--- src/sv/prr_pkg.sv ---
// ----------------------------------------------------------------------------
// prr_pkg
// Shared types and constants for the proportional rate reduction block.
// ----------------------------------------------------------------------------
package prr_pkg;

    // fixed field widths
    localparam int ACK_BITS   = 16;
    localparam int DELIV_BITS = 32;

    // controller -> datapath commands
    typedef struct packed {
        logic load;      // capture the input word, update delivered count
        logic mul;       // threshold * delivered, non-proportional candidate
        logic prep;      // form dividend, start divider
        logic div_step;  // one quotient bit
        logic fin;       // pick and clamp the send count
        logic out_load;  // load the result register
    } prr_cmd_t;

    // datapath -> controller status
    typedef struct packed {
        logic prop;      // proportional case, divider needed
        logic div_last;  // current divider step is the last one
    } prr_status_t;

endpackage

--- src/sv/prr_ctrl.sv ---
// ----------------------------------------------------------------------------
// prr_ctrl
// Sequencer: steps one word through multiply, divide (proportional case only) and finish.
// ----------------------------------------------------------------------------
module prr_ctrl
(
    input  logic                 clk,
    input  logic                 rst_n,
    input  logic                 item_valid,
    output logic                 item_stall,
    output logic                 result_valid,
    input  logic                 result_stall,
    input  prr_pkg::prr_status_t status,
    output prr_pkg::prr_cmd_t    cmd
);

    localparam logic [2:0] S_IDLE  = 3'd0;
    localparam logic [2:0] S_MUL   = 3'd1;
    localparam logic [2:0] S_PREP  = 3'd2;
    localparam logic [2:0] S_DIV   = 3'd3;
    localparam logic [2:0] S_FIN   = 3'd4;
    localparam logic [2:0] S_WRITE = 3'd5;

    logic [2:0] state_reg;
    logic [2:0] state_next;
    logic       result_valid_reg;
    logic       result_valid_next;
    logic       out_free;

    assign out_free = !result_valid_reg || !result_stall;

    always_comb
    begin
        state_next = state_reg;
        cmd        = '0;
        case (state_reg)
            S_IDLE:
            begin
                if (item_valid)
                begin
                    cmd.load   = 1'b1;
                    state_next = S_MUL;
                end
            end
            S_MUL:
            begin
                cmd.mul    = 1'b1;
                state_next = status.prop ? S_PREP : S_FIN;
            end
            S_PREP:
            begin
                cmd.prep   = 1'b1;
                state_next = S_DIV;
            end
            S_DIV:
            begin
                cmd.div_step = 1'b1;
                if (status.div_last)
                begin
                    state_next = S_FIN;
                end
            end
            S_FIN:
            begin
                cmd.fin    = 1'b1;
                state_next = S_WRITE;
            end
            S_WRITE:
            begin
                if (out_free)
                begin
                    cmd.out_load = 1'b1;
                    state_next   = S_IDLE;
                end
            end
            default:
            begin
                state_next = S_IDLE;
            end
        endcase
    end

    always_comb
    begin
        if (cmd.out_load)
        begin
            result_valid_next = 1'b1;
        end
        else if (result_stall)
        begin
            result_valid_next = result_valid_reg;
        end
        else
        begin
            result_valid_next = 1'b0;
        end
    end

    always_ff @(posedge clk or negedge rst_n)
    begin
        if (!rst_n)
        begin
            state_reg        <= S_IDLE;
            result_valid_reg <= 1'b0;
        end
        else
        begin
            state_reg        <= state_next;
            result_valid_reg <= result_valid_next;
        end
    end

    assign item_stall   = (state_reg != S_IDLE);
    assign result_valid = result_valid_reg;

    // accepted word always goes on to the multiply step
    a_accept_to_mul: assert property (@(posedge clk) disable iff (!rst_n)
        (item_valid && !item_stall) |=> (state_reg == S_MUL))
        else $error("accepted word did not enter multiply step");

    // result register is never overwritten while a word waits there
    a_no_overwrite: assert property (@(posedge clk) disable iff (!rst_n)
        cmd.out_load |-> (!result_valid_reg || !result_stall))
        else $error("result register overwritten under stall");

    // divider runs only in the proportional case
    a_div_entry: assert property (@(posedge clk) disable iff (!rst_n)
        (state_reg == S_MUL && status.prop) |=> (state_reg == S_PREP))
        else $error("proportional case skipped the divider");

    // no new word while the previous one is still inside
    a_one_at_a_time: assert property (@(posedge clk) disable iff (!rst_n)
        (state_reg == S_DIV) |-> item_stall)
        else $error("input open during divide");

endmodule

--- src/sv/prr_dp.sv ---
// ----------------------------------------------------------------------------
// prr_dp
// Datapath: delivered counter, multiplier, restoring divider, result regs.
// ----------------------------------------------------------------------------
module prr_dp
#(
    parameter int WINDOW_BITS = 20
)
(
    input  logic                                clk,
    input  logic                                rst_n,
    input  prr_pkg::prr_cmd_t                   cmd,
    output prr_pkg::prr_status_t                status,
    input  logic                                restart_recovery,
    input  logic [prr_pkg::ACK_BITS-1:0]        acked_count,
    input  logic                                retrans_data_acked,
    input  logic                                lost_retrans,
    input  logic [WINDOW_BITS-1:0]              slow_start_threshold,
    input  logic [WINDOW_BITS-1:0]              prior_window,
    input  logic [WINDOW_BITS-1:0]              sent_in_recovery,
    input  logic [WINDOW_BITS-1:0]              flight_size,
    output logic                                window_updated,
    output logic [WINDOW_BITS:0]                new_window,
    output logic [WINDOW_BITS-1:0]              send_count
);

    localparam int W  = WINDOW_BITS;
    localparam int DB = prr_pkg::DELIV_BITS;
    localparam int AB = prr_pkg::ACK_BITS;
    localparam int DW = W + DB;          // dividend / quotient width
    localparam int SW = DW + 2;          // signed send-count width
    localparam int CW = $clog2(DW);

    // delivered count (block state)
    logic [DB-1:0] del_reg;
    logic [DB-1:0] del_next;

    // captured word
    logic          skip_reg;
    logic          prop_reg;
    logic          rda_reg;
    logic          lost_reg;
    logic [AB-1:0] acked_reg;
    logic [W-1:0]  ssth_reg;
    logic [W-1:0]  prior_reg;
    logic [W-1:0]  sent_reg;
    logic [W-1:0]  flight_reg;

    // arithmetic
    logic [DW-1:0] prod_reg;
    logic [SW-1:0] alt_reg;
    logic [W-1:0]  rem_reg;
    logic [DW-1:0] quo_reg;
    logic [CW-1:0] cnt_reg;
    logic [SW-1:0] snd_reg;

    // result
    logic          window_updated_reg;
    logic [W:0]    new_window_reg;
    logic [W-1:0]  send_count_reg;

    // load stage
    logic [DB-1:0] del_base;
    logic [DB:0]   del_sum;
    logic          skip_now;

    assign del_base = restart_recovery ? '0 : del_reg;
    assign del_sum  = {1'b0, del_base} + {{(DB + 1 - AB){1'b0}}, acked_count};
    assign skip_now = (acked_count == '0) || (prior_window == '0);

    always_comb
    begin
        if (skip_now)
        begin
            del_next = del_base;
        end
        else if (del_sum[DB])
        begin
            del_next = '1;
        end
        else
        begin
            del_next = del_sum[DB-1:0];
        end
    end

    // zero-extended operands
    logic [SW-1:0] ssth_x;
    logic [SW-1:0] flight_x;
    logic [SW-1:0] sent_x;
    logic [SW-1:0] acked_x;
    logic [SW-1:0] del_x;

    assign ssth_x   = {{(SW - W){1'b0}}, ssth_reg};
    assign flight_x = {{(SW - W){1'b0}}, flight_reg};
    assign sent_x   = {{(SW - W){1'b0}}, sent_reg};
    assign acked_x  = {{(SW - AB){1'b0}}, acked_reg};
    assign del_x    = {{(SW - DB){1'b0}}, del_reg};

    // multiply step: product and the two non-proportional candidates
    logic [DW-1:0] prod_w;
    logic [SW-1:0] delta;
    logic [SW-1:0] catch_base;
    logic [SW-1:0] catch_max;
    logic [SW-1:0] catch_inc;
    logic [SW-1:0] catch_snd;
    logic [SW-1:0] cons_snd;
    logic [SW-1:0] alt_next;

    assign prod_w     = {{(DW - W){1'b0}}, ssth_reg} * {{(DW - DB){1'b0}}, del_reg};
    assign delta      = ssth_x - flight_x;
    assign catch_base = del_x - sent_x;
    assign catch_max  = ($signed(catch_base) > $signed(acked_x)) ? catch_base : acked_x;
    assign catch_inc  = catch_max + {{(SW - 1){1'b0}}, 1'b1};
    assign catch_snd  = ($signed(delta) < $signed(catch_inc)) ? delta : catch_inc;
    assign cons_snd   = ($signed(delta) < $signed(acked_x)) ? delta : acked_x;
    assign alt_next   = (rda_reg && !lost_reg) ? catch_snd : cons_snd;

    // divider step (restoring, one quotient bit per cycle)
    logic [W:0]    trial;
    logic [W:0]    trial_diff;
    logic          trial_ge;

    assign trial      = {rem_reg, quo_reg[DW-1]};
    assign trial_diff = trial - {1'b0, prior_reg};
    assign trial_ge   = (trial >= {1'b0, prior_reg});

    // finish step
    logic [SW-1:0] snd_sel;
    logic [SW-1:0] snd_low;
    logic [SW-1:0] snd_next;

    assign snd_sel  = prop_reg ? ({2'b00, quo_reg} - sent_x) : alt_reg;
    assign snd_low  = {{(SW - 1){1'b0}}, (sent_reg == '0)};
    assign snd_next = ($signed(snd_sel) < $signed(snd_low)) ? snd_low : snd_sel;

    // output saturation
    logic [SW-1:0] win_sum;
    logic [SW-1:0] nw_max;
    logic [SW-1:0] snd_max;

    assign win_sum = flight_x + snd_reg;
    assign nw_max  = {{(SW - W - 1){1'b0}}, {(W + 1){1'b1}}};
    assign snd_max = {{(SW - W){1'b0}}, {W{1'b1}}};

    always_ff @(posedge clk or negedge rst_n)
    begin
        if (!rst_n)
        begin
            del_reg <= '0;
        end
        else if (cmd.load)
        begin
            del_reg <= del_next;
        end
    end

    always_ff @(posedge clk)
    begin
        if (cmd.load)
        begin
            skip_reg   <= skip_now;
            prop_reg   <= (flight_size > slow_start_threshold);
            rda_reg    <= retrans_data_acked;
            lost_reg   <= lost_retrans;
            acked_reg  <= acked_count;
            ssth_reg   <= slow_start_threshold;
            prior_reg  <= prior_window;
            sent_reg   <= sent_in_recovery;
            flight_reg <= flight_size;
        end
        if (cmd.mul)
        begin
            prod_reg <= prod_w;
            alt_reg  <= alt_next;
        end
        if (cmd.prep)
        begin
            rem_reg <= '0;
            quo_reg <= prod_reg + {{(DW - W){1'b0}}, prior_reg} - {{(DW - 1){1'b0}}, 1'b1};
            cnt_reg <= CW'(DW - 1);
        end
        else if (cmd.div_step)
        begin
            rem_reg <= trial_ge ? trial_diff[W-1:0] : trial[W-1:0];
            quo_reg <= {quo_reg[DW-2:0], trial_ge};
            cnt_reg <= cnt_reg - {{(CW - 1){1'b0}}, 1'b1};
        end
        if (cmd.fin)
        begin
            snd_reg <= snd_next;
        end
        if (cmd.out_load)
        begin
            if (skip_reg)
            begin
                window_updated_reg <= 1'b0;
                new_window_reg     <= '0;
                send_count_reg     <= '0;
            end
            else
            begin
                window_updated_reg <= 1'b1;
                new_window_reg     <= (win_sum > nw_max) ? {(W + 1){1'b1}} : win_sum[W:0];
                send_count_reg     <= (snd_reg > snd_max) ? {W{1'b1}} : snd_reg[W-1:0];
            end
        end
    end

    assign status.prop     = prop_reg && !skip_reg;
    assign status.div_last = (cnt_reg == '0);

    assign window_updated = window_updated_reg;
    assign new_window     = new_window_reg;
    assign send_count     = send_count_reg;

    // partial remainder stays below the divisor throughout the divide
    a_rem_bound: assert property (@(posedge clk) disable iff (!rst_n)
        cmd.div_step |-> (rem_reg < prior_reg))
        else $error("divider remainder out of range");

    // clamped send count is never negative on an updating word
    a_snd_nonneg: assert property (@(posedge clk) disable iff (!rst_n)
        (cmd.out_load && !skip_reg) |-> !snd_reg[SW-1])
        else $error("negative send count reached output");

    // skipped words leave the delivered count alone unless restarted
    a_skip_hold: assert property (@(posedge clk) disable iff (!rst_n)
        (cmd.load && skip_now && !restart_recovery) |=> $stable(del_reg))
        else $error("delivered count moved on a skipped word");

endmodule

--- src/sv/proportional_rate_reduction.sv ---
// ----------------------------------------------------------------------------
// proportional_rate_reduction
// Per-ack proportional rate reduction for loss recovery (send count, window).
// ----------------------------------------------------------------------------
// Usage:
//   Input channel (item_valid / item_stall) carries one ack word: restart
//   flag, newly acked count, retransmit flags, threshold, prior window,
//   packets sent in recovery and packets in flight. Output channel
//   (result_valid / result_stall) returns exactly one word per ack.
//   A word is taken at a clock edge with valid high and stall low.
// Sequence:
//   One word at a time: a new ack is not taken until the previous one
//   has been written to the output register. Without division (in flight
//   not above threshold, or no update) a word steps through multiply,
//   finish and write. The proportional case adds a prepare step and runs
//   the restoring divider, one quotient bit per cycle over a
//   WINDOW_BITS+32 bit dividend, before finish and write.
// Reset:
//   rst_n clears the delivered counter, the sequencer and result_valid.
// Stall:
//   A result waits in the output register while result_stall is high;
//   the next ack is still accepted and computed meanwhile, and holds in
//   its final step until the output register frees up.
// ----------------------------------------------------------------------------
module proportional_rate_reduction
#(
    parameter int WINDOW_BITS = 20
)
(
    input  logic                           clk,
    input  logic                           rst_n,
    // ack words
    input  logic                           item_valid,
    output logic                           item_stall,
    input  logic                           restart_recovery,
    input  logic [prr_pkg::ACK_BITS-1:0]   acked_count,
    input  logic                           retrans_data_acked,
    input  logic                           lost_retrans,
    input  logic [WINDOW_BITS-1:0]         slow_start_threshold,
    input  logic [WINDOW_BITS-1:0]         prior_window,
    input  logic [WINDOW_BITS-1:0]         sent_in_recovery,
    input  logic [WINDOW_BITS-1:0]         flight_size,
    // result words
    output logic                           result_valid,
    input  logic                           result_stall,
    output logic                           window_updated,
    output logic [WINDOW_BITS:0]           new_window,
    output logic [WINDOW_BITS-1:0]         send_count
);

    prr_pkg::prr_cmd_t    cmd;
    prr_pkg::prr_status_t status;

    // sequencer: accept, multiply, optional divide, finish, write
    prr_ctrl u_ctrl
    (
        .clk          (clk),
        .rst_n        (rst_n),
        .item_valid   (item_valid),
        .item_stall   (item_stall),
        .result_valid (result_valid),
        .result_stall (result_stall),
        .status       (status),
        .cmd          (cmd)
    );

    // arithmetic, delivered counter and result register
    prr_dp #(
        .WINDOW_BITS (WINDOW_BITS)
    ) u_dp
    (
        .clk                  (clk),
        .rst_n                (rst_n),
        .cmd                  (cmd),
        .status               (status),
        .restart_recovery     (restart_recovery),
        .acked_count          (acked_count),
        .retrans_data_acked   (retrans_data_acked),
        .lost_retrans         (lost_retrans),
        .slow_start_threshold (slow_start_threshold),
        .prior_window         (prior_window),
        .sent_in_recovery     (sent_in_recovery),
        .flight_size          (flight_size),
        .window_updated       (window_updated),
        .new_window           (new_window),
        .send_count           (send_count)
    );

endmodule
--- config.mk ---
export PLATFORM = sky130hd
export DESIGN_NAME = proportional_rate_reduction
export DESIGN_NICKNAME = d
export VERILOG_FILES = /design/src/sv/prr_pkg.sv /design/src/sv/prr_ctrl.sv /design/src/sv/prr_dp.sv /design/src/sv/proportional_rate_reduction.sv
export SDC_FILE = /design/constraint.sdc
export NUM_CORES = 2
export LEC_CHECK = 0
export ABC_AREA = 1
export BUFFER_PORTS_ARGS = -buffer_cell sky130_fd_sc_hd__buf_2
export CORE_UTILIZATION = 65
export CTS_BUF_LIST = sky130_fd_sc_hd__clkbuf_8
export CTS_CLUSTER_SIZE = 8
export DETAILED_ROUTE_END_ITERATION = 10
export PLACE_DENSITY_LB_ADDON = 0.05
export SLEW_MARGIN = 0
export SYNTH_ARGS = -nofsm -noshare
export SYNTH_HDL_FRONTEND = slang
export SYNTH_SLANG_ARGS = --single-unit
--- constraint.sdc ---
create_clock -name clk -period 9.12 [get_ports clk]
set_clock_uncertainty 0.15 [all_clocks]
set_input_delay 0.912 -clock clk [delete_from_list [all_inputs] [get_ports clk]]
set_output_delay 0.912 -clock clk [all_outputs]
set_load 0.02 [all_outputs]
==> Word-level counts from Yosys, hierarchy flattened <==
Index checks and enable logic that the tools add are counted.
{ "totals": {"ff_bits": 416, "latch_bits": 0, "mem_bits_rw": 0, "romBits": 0, "in_bits": 103, "output_inout_bits": 44, "mem_count": 0} }
{ "classes": {"add_sub_neg": 10, "n_mul": 1, "div_mod_pow": 0, "magnitude_cmp": 8, "eq_ne": 9, "shift": 0, "mux": 30, "n_bitwise": 0, "n_reduce_logical": 16} }
{ "ops": {"columns": ["operator", "count"], "rows": [
  ["two-way mux 54 bit", 5],
  ["two-way mux 52 bit", 2],
  ["two-way mux 32 bit", 3],
  ["adder 20 x 54 -> 54 bit", 1],
  ["adder 54 x 1 -> 54 bit (second input constant)", 1],
  ["> comparator 54 x 17 -> 1 bit", 1],
  ["> comparator 54 x 20 -> 1 bit (second input constant)", 1],
  ["> comparator 54 x 21 -> 1 bit (second input constant)", 1],
  ["< comparator 54 x 17 -> 1 bit", 1],
  ["< comparator 54 x 2 -> 1 bit", 1],
  ["< comparator 54 bit", 1],
  ["subtractor 52 x 20 -> 53 bit", 1],
  ["adder 52 x 20 -> 52 bit", 1],
  ["multiplier 20 x 32 -> 52 bit", 1],
  ["subtractor 52 x 1 -> 52 bit (second input constant)", 1],
  ["zero test 20 bit", 2],
  ["two-way mux 20 bit", 2],
  ["adder 32 x 16 -> 33 bit", 1],
  ["subtractor 32 x 20 -> 33 bit", 1],
  ["greater-or-equal comparator 21 x 20 -> 1 bit", 1],
  ["two-way mux 21 bit", 1],
  ["subtractor 20 x 20 -> 21 bit", 1],
  ["> comparator 20 bit", 1],
  ["subtractor 20 bit", 1],
  ["other kinds (18)", 41]
]} }

==> Depth between registers and ports, before layout <==
{ "logic_depth": {"ltp_word": 7, "ltp_mapped": 47} }

==> Cells and area by module <==
From an unflattened synthesis, not the netlist that was laid out.
{ "hier_totals": {"cells_unflattened": 6763, "hier_area_um2": 52765.6} }
{ "by_module_without_submodules": {"columns": ["mod", "instances", "cells_each", "area_per_inst_um2", "seq_area_each_um2"], "rows": [
  ["prr_dp", 1, 6722, 52491.6, 11951.5],
  ["prr_ctrl", 1, 41, 274.0, 100.1]
]} }

==> Worst setup path before layout <==
No wires, ideal clock.
{ "synth_timing": {"path_kind": "reg2reg", "from": "register u_dp.ssth_reg[4]", "to": "register u_dp.prod_reg[48], data pin", "setup_time_ns": 0.265, "t_arrival_ns": 6.533, "setup_slack_ns": 2.172, "stages_incl_launch_ff": 26, "path_cell_list": "edfxtp_1 > clkbuf_1 > nand2_1 > fa_1 > fa_1 > fa_1 > inv_1 > ha_1 > ha_1 > inv_1 > fa_1 > inv_1 > fa_1 > ha_1 > a21o_1 > a21oi_1 > o21ai_0 > a21boi_0 > o21ai_0 > a21boi_0 > o21ai_0 > a21boi_0 > o21ai_0 > a31oi_1 > o21ai_0 > xor2_1"} }
{ "synth_via": {"elab_chain_len": 1} }
{ "synth_lines": {"columns": ["item", "line_no", "rtl"], "rows": [
  ["start: declaration", "prr_dp.sv:44", "logic [W-1:0] ssth_reg;"],
  ["start signal: assignment", "prr_dp.sv:167", "ssth_reg <= slow_start_threshold;"],
  ["multiplier 20 x 32 -> 52 bit", "prr_dp.sv:110", "assign prod_w = {{(DW - W){1'b0}}, ssth_reg} * {{(DW - DB){1'b0}}, del_reg};"],
  ["named net u_dp.prod_w[48]", "prr_dp.sv:101", "logic [DW-1:0] prod_w;"],
  ["end signal: assignment", "prr_dp.sv:174", "prod_reg <= prod_w;"],
  ["end: declaration", "prr_dp.sv:50", "logic [DW-1:0] prod_reg;"]
]} }
The timed path passes the listed nets, and every way through them passes these cells.
A chain may end at the register's enable or synchronous reset.

==> Worst setup path after layout <==
Ends and elaborated chain as after synthesis.

==> run_results.csv <==
group,metric,value,unit
run_status,status,"completed",
grt,groute.usage.overall,40.6,%
grt,first_global_vias,46008,
clock_network,root_buffer,"clkbuf_8",
die,start_util,65.7,%
sta,setup_viol,0,
synthesis,synth_top_family_by_area,"adder cells",
placement,io_buffer_count,146,
clock_network,clk_path_buf_depth,3,
hold_path,min_path_type,"input port to async pin",
final_layout,num-fill-cells,6709,
routing,drt_iter0_drc,4103,
sta,finalMaxSlewViolations,0,
setup_path,slowest_stage,"fa_1",
setup_path,r2r_start,"u_dp.ssth_reg[4]$_DFFE_PP_",
clock_network,cts_setup_buffers,0,
sta,finalHoldViolations,0,
synthesis,synth_top_area_share,20.6,%
setup_path,crit_fanout,29,
setup_path,cp.required,9410,ps
clock_network,worstSkewPairLatency,710,ps
setup_path,crit_arrival,8450,ps
routing,drcViolationCount,0,
final_layout,final_nets,7938,
routing,vias,46150,
sta,finalCritPeriodShare,89.6,%
sta,rsz0062_at_grt,"false",
sta,worst_pin_slew,1270,ps
setup_path,slowest_delay,580,ps
final_layout,final_area,56100,µm²
synthesis,ys_top_cells_by_area,"fa_1 (21%), edfxtp_1 (20%), ha_1 (11%)",
grt,grt_pass1_wl,255000,µm
synthesis,ys_ff_latch,416,
final_layout,final_cells,7955,
setup_path,end_kind,"flip-flop",
sta,period_minus_slack,8170,ps
setup_path,path_buf_inv,6,
synthesis,synth-main-ff-cell,"edfxtp_1",
clock_network,clk_pin_slew_worst_paths,70,ps
synthesis,netlist-cell-type-count,67,
routing,routedWlPerCell,20.8,µm
routing,wl,166000,µm
sta,tns,0,ps
grt,antenna_found_initial,3,
synthesis,synth.avg_cell_area,7.83,µm²
sta,fmax,0.122,GHz
setup_path,ff2ff_setup_slack,950,ps
grt,grt_max_degree,87,
synthesis,synth-xor-area-share,4.31,%
routing,drtAntennaViolNets,0,
synthesis,syn-num-nets,7847,
clock_network,cts_tree,"done",
placement,placed_area,54700,µm²
placement,dpl.cell_count,7821,
synthesis,synthArstFlopShare,8.65,%
synthesis,synth-adder-area-share,31.4,%
die,die_area,82400,µm²
placement,gp_congestion,1.04,
synthesis,syn-instance-count,6744,
synthesis,synth_edf_count,354,
setup_path,r2r_cells,25,
routing,firstDrtPassIters,9,
run,cap_violations,0,
sta,hold_slack,216,ps
die,die_y,287,µm
sta,timing.slew.headroom,15.5,%
clock_network,ctsHoldBuffers,0,
die,rows,104,
synthesis,muxShareOfSynthArea,0.303,%
synthesis,yosysWarnings,0,
setup_path,cp-startpoint,"u_dp.ssth_reg[4]$_DFFE_PP_",
synthesis,yosys.area.top_type,"fa_1",
clock_network,cts_resized,0,
die,coreArea,80400,µm²
routing,viasPerCell,5.80,
synthesis,synthSimpleGateAreaFrac,19.5,%
synthesis,synth_compound_area_share,9.45,%
setup_path,critPathTopFamily,"adder cells",
synthesis,ys_seq_area_share,22.8,%
die,io_pins,147,
final_layout,areaGrowthSynthToFinish,6.19,%
setup_path,critical_path_class,"flip-flop to flip-flop",
placement,hpwl,132000,µm
setup_path,critPathMostFrequentCell,"fa_1",
die,die_w,287,µm
clock_network,cts_buffers,72,
clock_network,numClockSinks,416,
final_layout,layout-drive-gt1-share,6.22,%
setup_path,reg2reg_to,"u_dp.prod_reg[48]$_DFFE_PN_",
setup_path,cp-start-kind,"flip-flop",
synthesis,syn_area,52800,µm²
grt,grt_overflow,0,
clock_network,h-tree-depth,3,
## Yosys cell counts, types with 11 or more instances
master,instances
fa_1,543
o221ai_1,28
a21oi_1,341
nor4_1,44
mux2i_1,16
nor3_1,72
ha_1,457
a31oi_1,52
or2_2,23
a211oi_1,18
o21ai_0,257
a21o_1,19
xnor2_1,93
buf_2,15
dfrtp_1,36
o21ai_2,11
xor2_1,163
o211ai_1,30
inv_1,1467
clkbuf_1,181
dfxtp_1,26
o21ai_1,49
inv_2,24
nor2_1,455
nand3_1,220
nand4_1,73
a21boi_0,16
nand2_1,1511
edfxtp_1,354
nand3b_1,14
nor2_2,14
## cell type report
class                      instances  area (µm²)  share of cell area [%]
clock buffer                      77        1060                    1.89
tap                             1060        1330                    2.36
multi-input combinational       4626       34400                    61.3
sequential                       416       12100                    21.5
antenna                            3        7.51                  0.0134
inverter                        1493        5610                    9.99
timing repair buffer             226        1340                    2.40
clock inverter                    54         339                   0.604
## cell families (layout without fill, tap and decap cells)
logic type / Yosys count / in the layout
compound gates: 880 / 880
buf+inv: 1702 / 1850
other cells: 1 / 4
xor+xnor: 258 / 258
mux: 16 / 16
simple gates: 2471 / 2471
fa+ha+maj: 1000 / 1000
flops: 416 / 416
## routing by layer
| layer | part of all wire, % | wire (µm) | global-route usage, % | vias up |
|---|---|---|---|---|
| met5 | 0.0079 | 13 | 0 | - |
| met2 | 46 | 76700 | 65.8 | 2239 |
| met4 | 7.0 | 11500 | 25.3 | 2 |
| met3 | 9.5 | 15700 | 7.98 | 606 |
| met1 | 37 | 61600 | 49.9 | 21894 |
| li1 | - | - | - | 21409 |
## stage by stage
stage	setup slack, ps	util [%]
final	953	69.8
after global routing	559	69.8
after CTS	1020	69.8
after detailed placement	1040	68.0
after global placement	1090	68.0
after floorplan	2170	-
## placed cells by master, fill, tap and decap left out, types with 18 or more instances in the layout
| master | synthesis | final |
|---|---|---|
| nand4_1 | 73 | 73 |
| dfrtp_1 | 36 | 36 |
| nand3_1 | 220 | 220 |
| clkbuf_8 | 0 | 77 |
| buf_4 | 1 | 79 |
| nor3_1 | 72 | 72 |
| a21oi_1 | 341 | 340 |
| xor2_1 | 163 | 163 |
| o21ai_0 | 257 | 257 |
| inv_2 | 24 | 24 |
| ha_1 | 457 | 457 |
| a211oi_1 | 18 | 18 |
| buf_2 | 15 | 146 |
| inv_1 | 1467 | 1497 |
| fa_1 | 543 | 543 |
| o211ai_1 | 30 | 30 |
| nor2_1 | 455 | 452 |
| a21o_1 | 19 | 19 |
| nand2_1 | 1511 | 1511 |
| o21ai_1 | 49 | 49 |
| dfxtp_1 | 26 | 26 |
| edfxtp_1 | 354 | 354 |
| or2_2 | 23 | 23 |
| nor4_1 | 44 | 43 |
| a31oi_1 | 52 | 52 |
| o221ai_1 | 28 | 28 |
| xnor2_1 | 93 | 93 |
## worst max-delay path by stage
stage / to / slack (ps) / cells past startpoint
2_1_floorplan: u_dp.prod_reg[48]$_DFFE_PN_ / 2170 / 25
4_1_cts: u_dp.prod_reg[48]$_DFFE_PN_ / 1020 / 25
3_3_place_gp: u_dp.prod_reg[48]$_DFFE_PN_ / 1090 / 25
6_report: u_dp.prod_reg[48]$_DFFE_PN_ / 950 / 25
3_5_place_dp: u_dp.prod_reg[48]$_DFFE_PN_ / 1040 / 25
5_1_grt: u_dp.prod_reg[48]$_DFFE_PN_ / 560 / 25
Power is not shown: default switching activity piles up to over one toggle a cycle in this logic, so the estimate is an artifact.
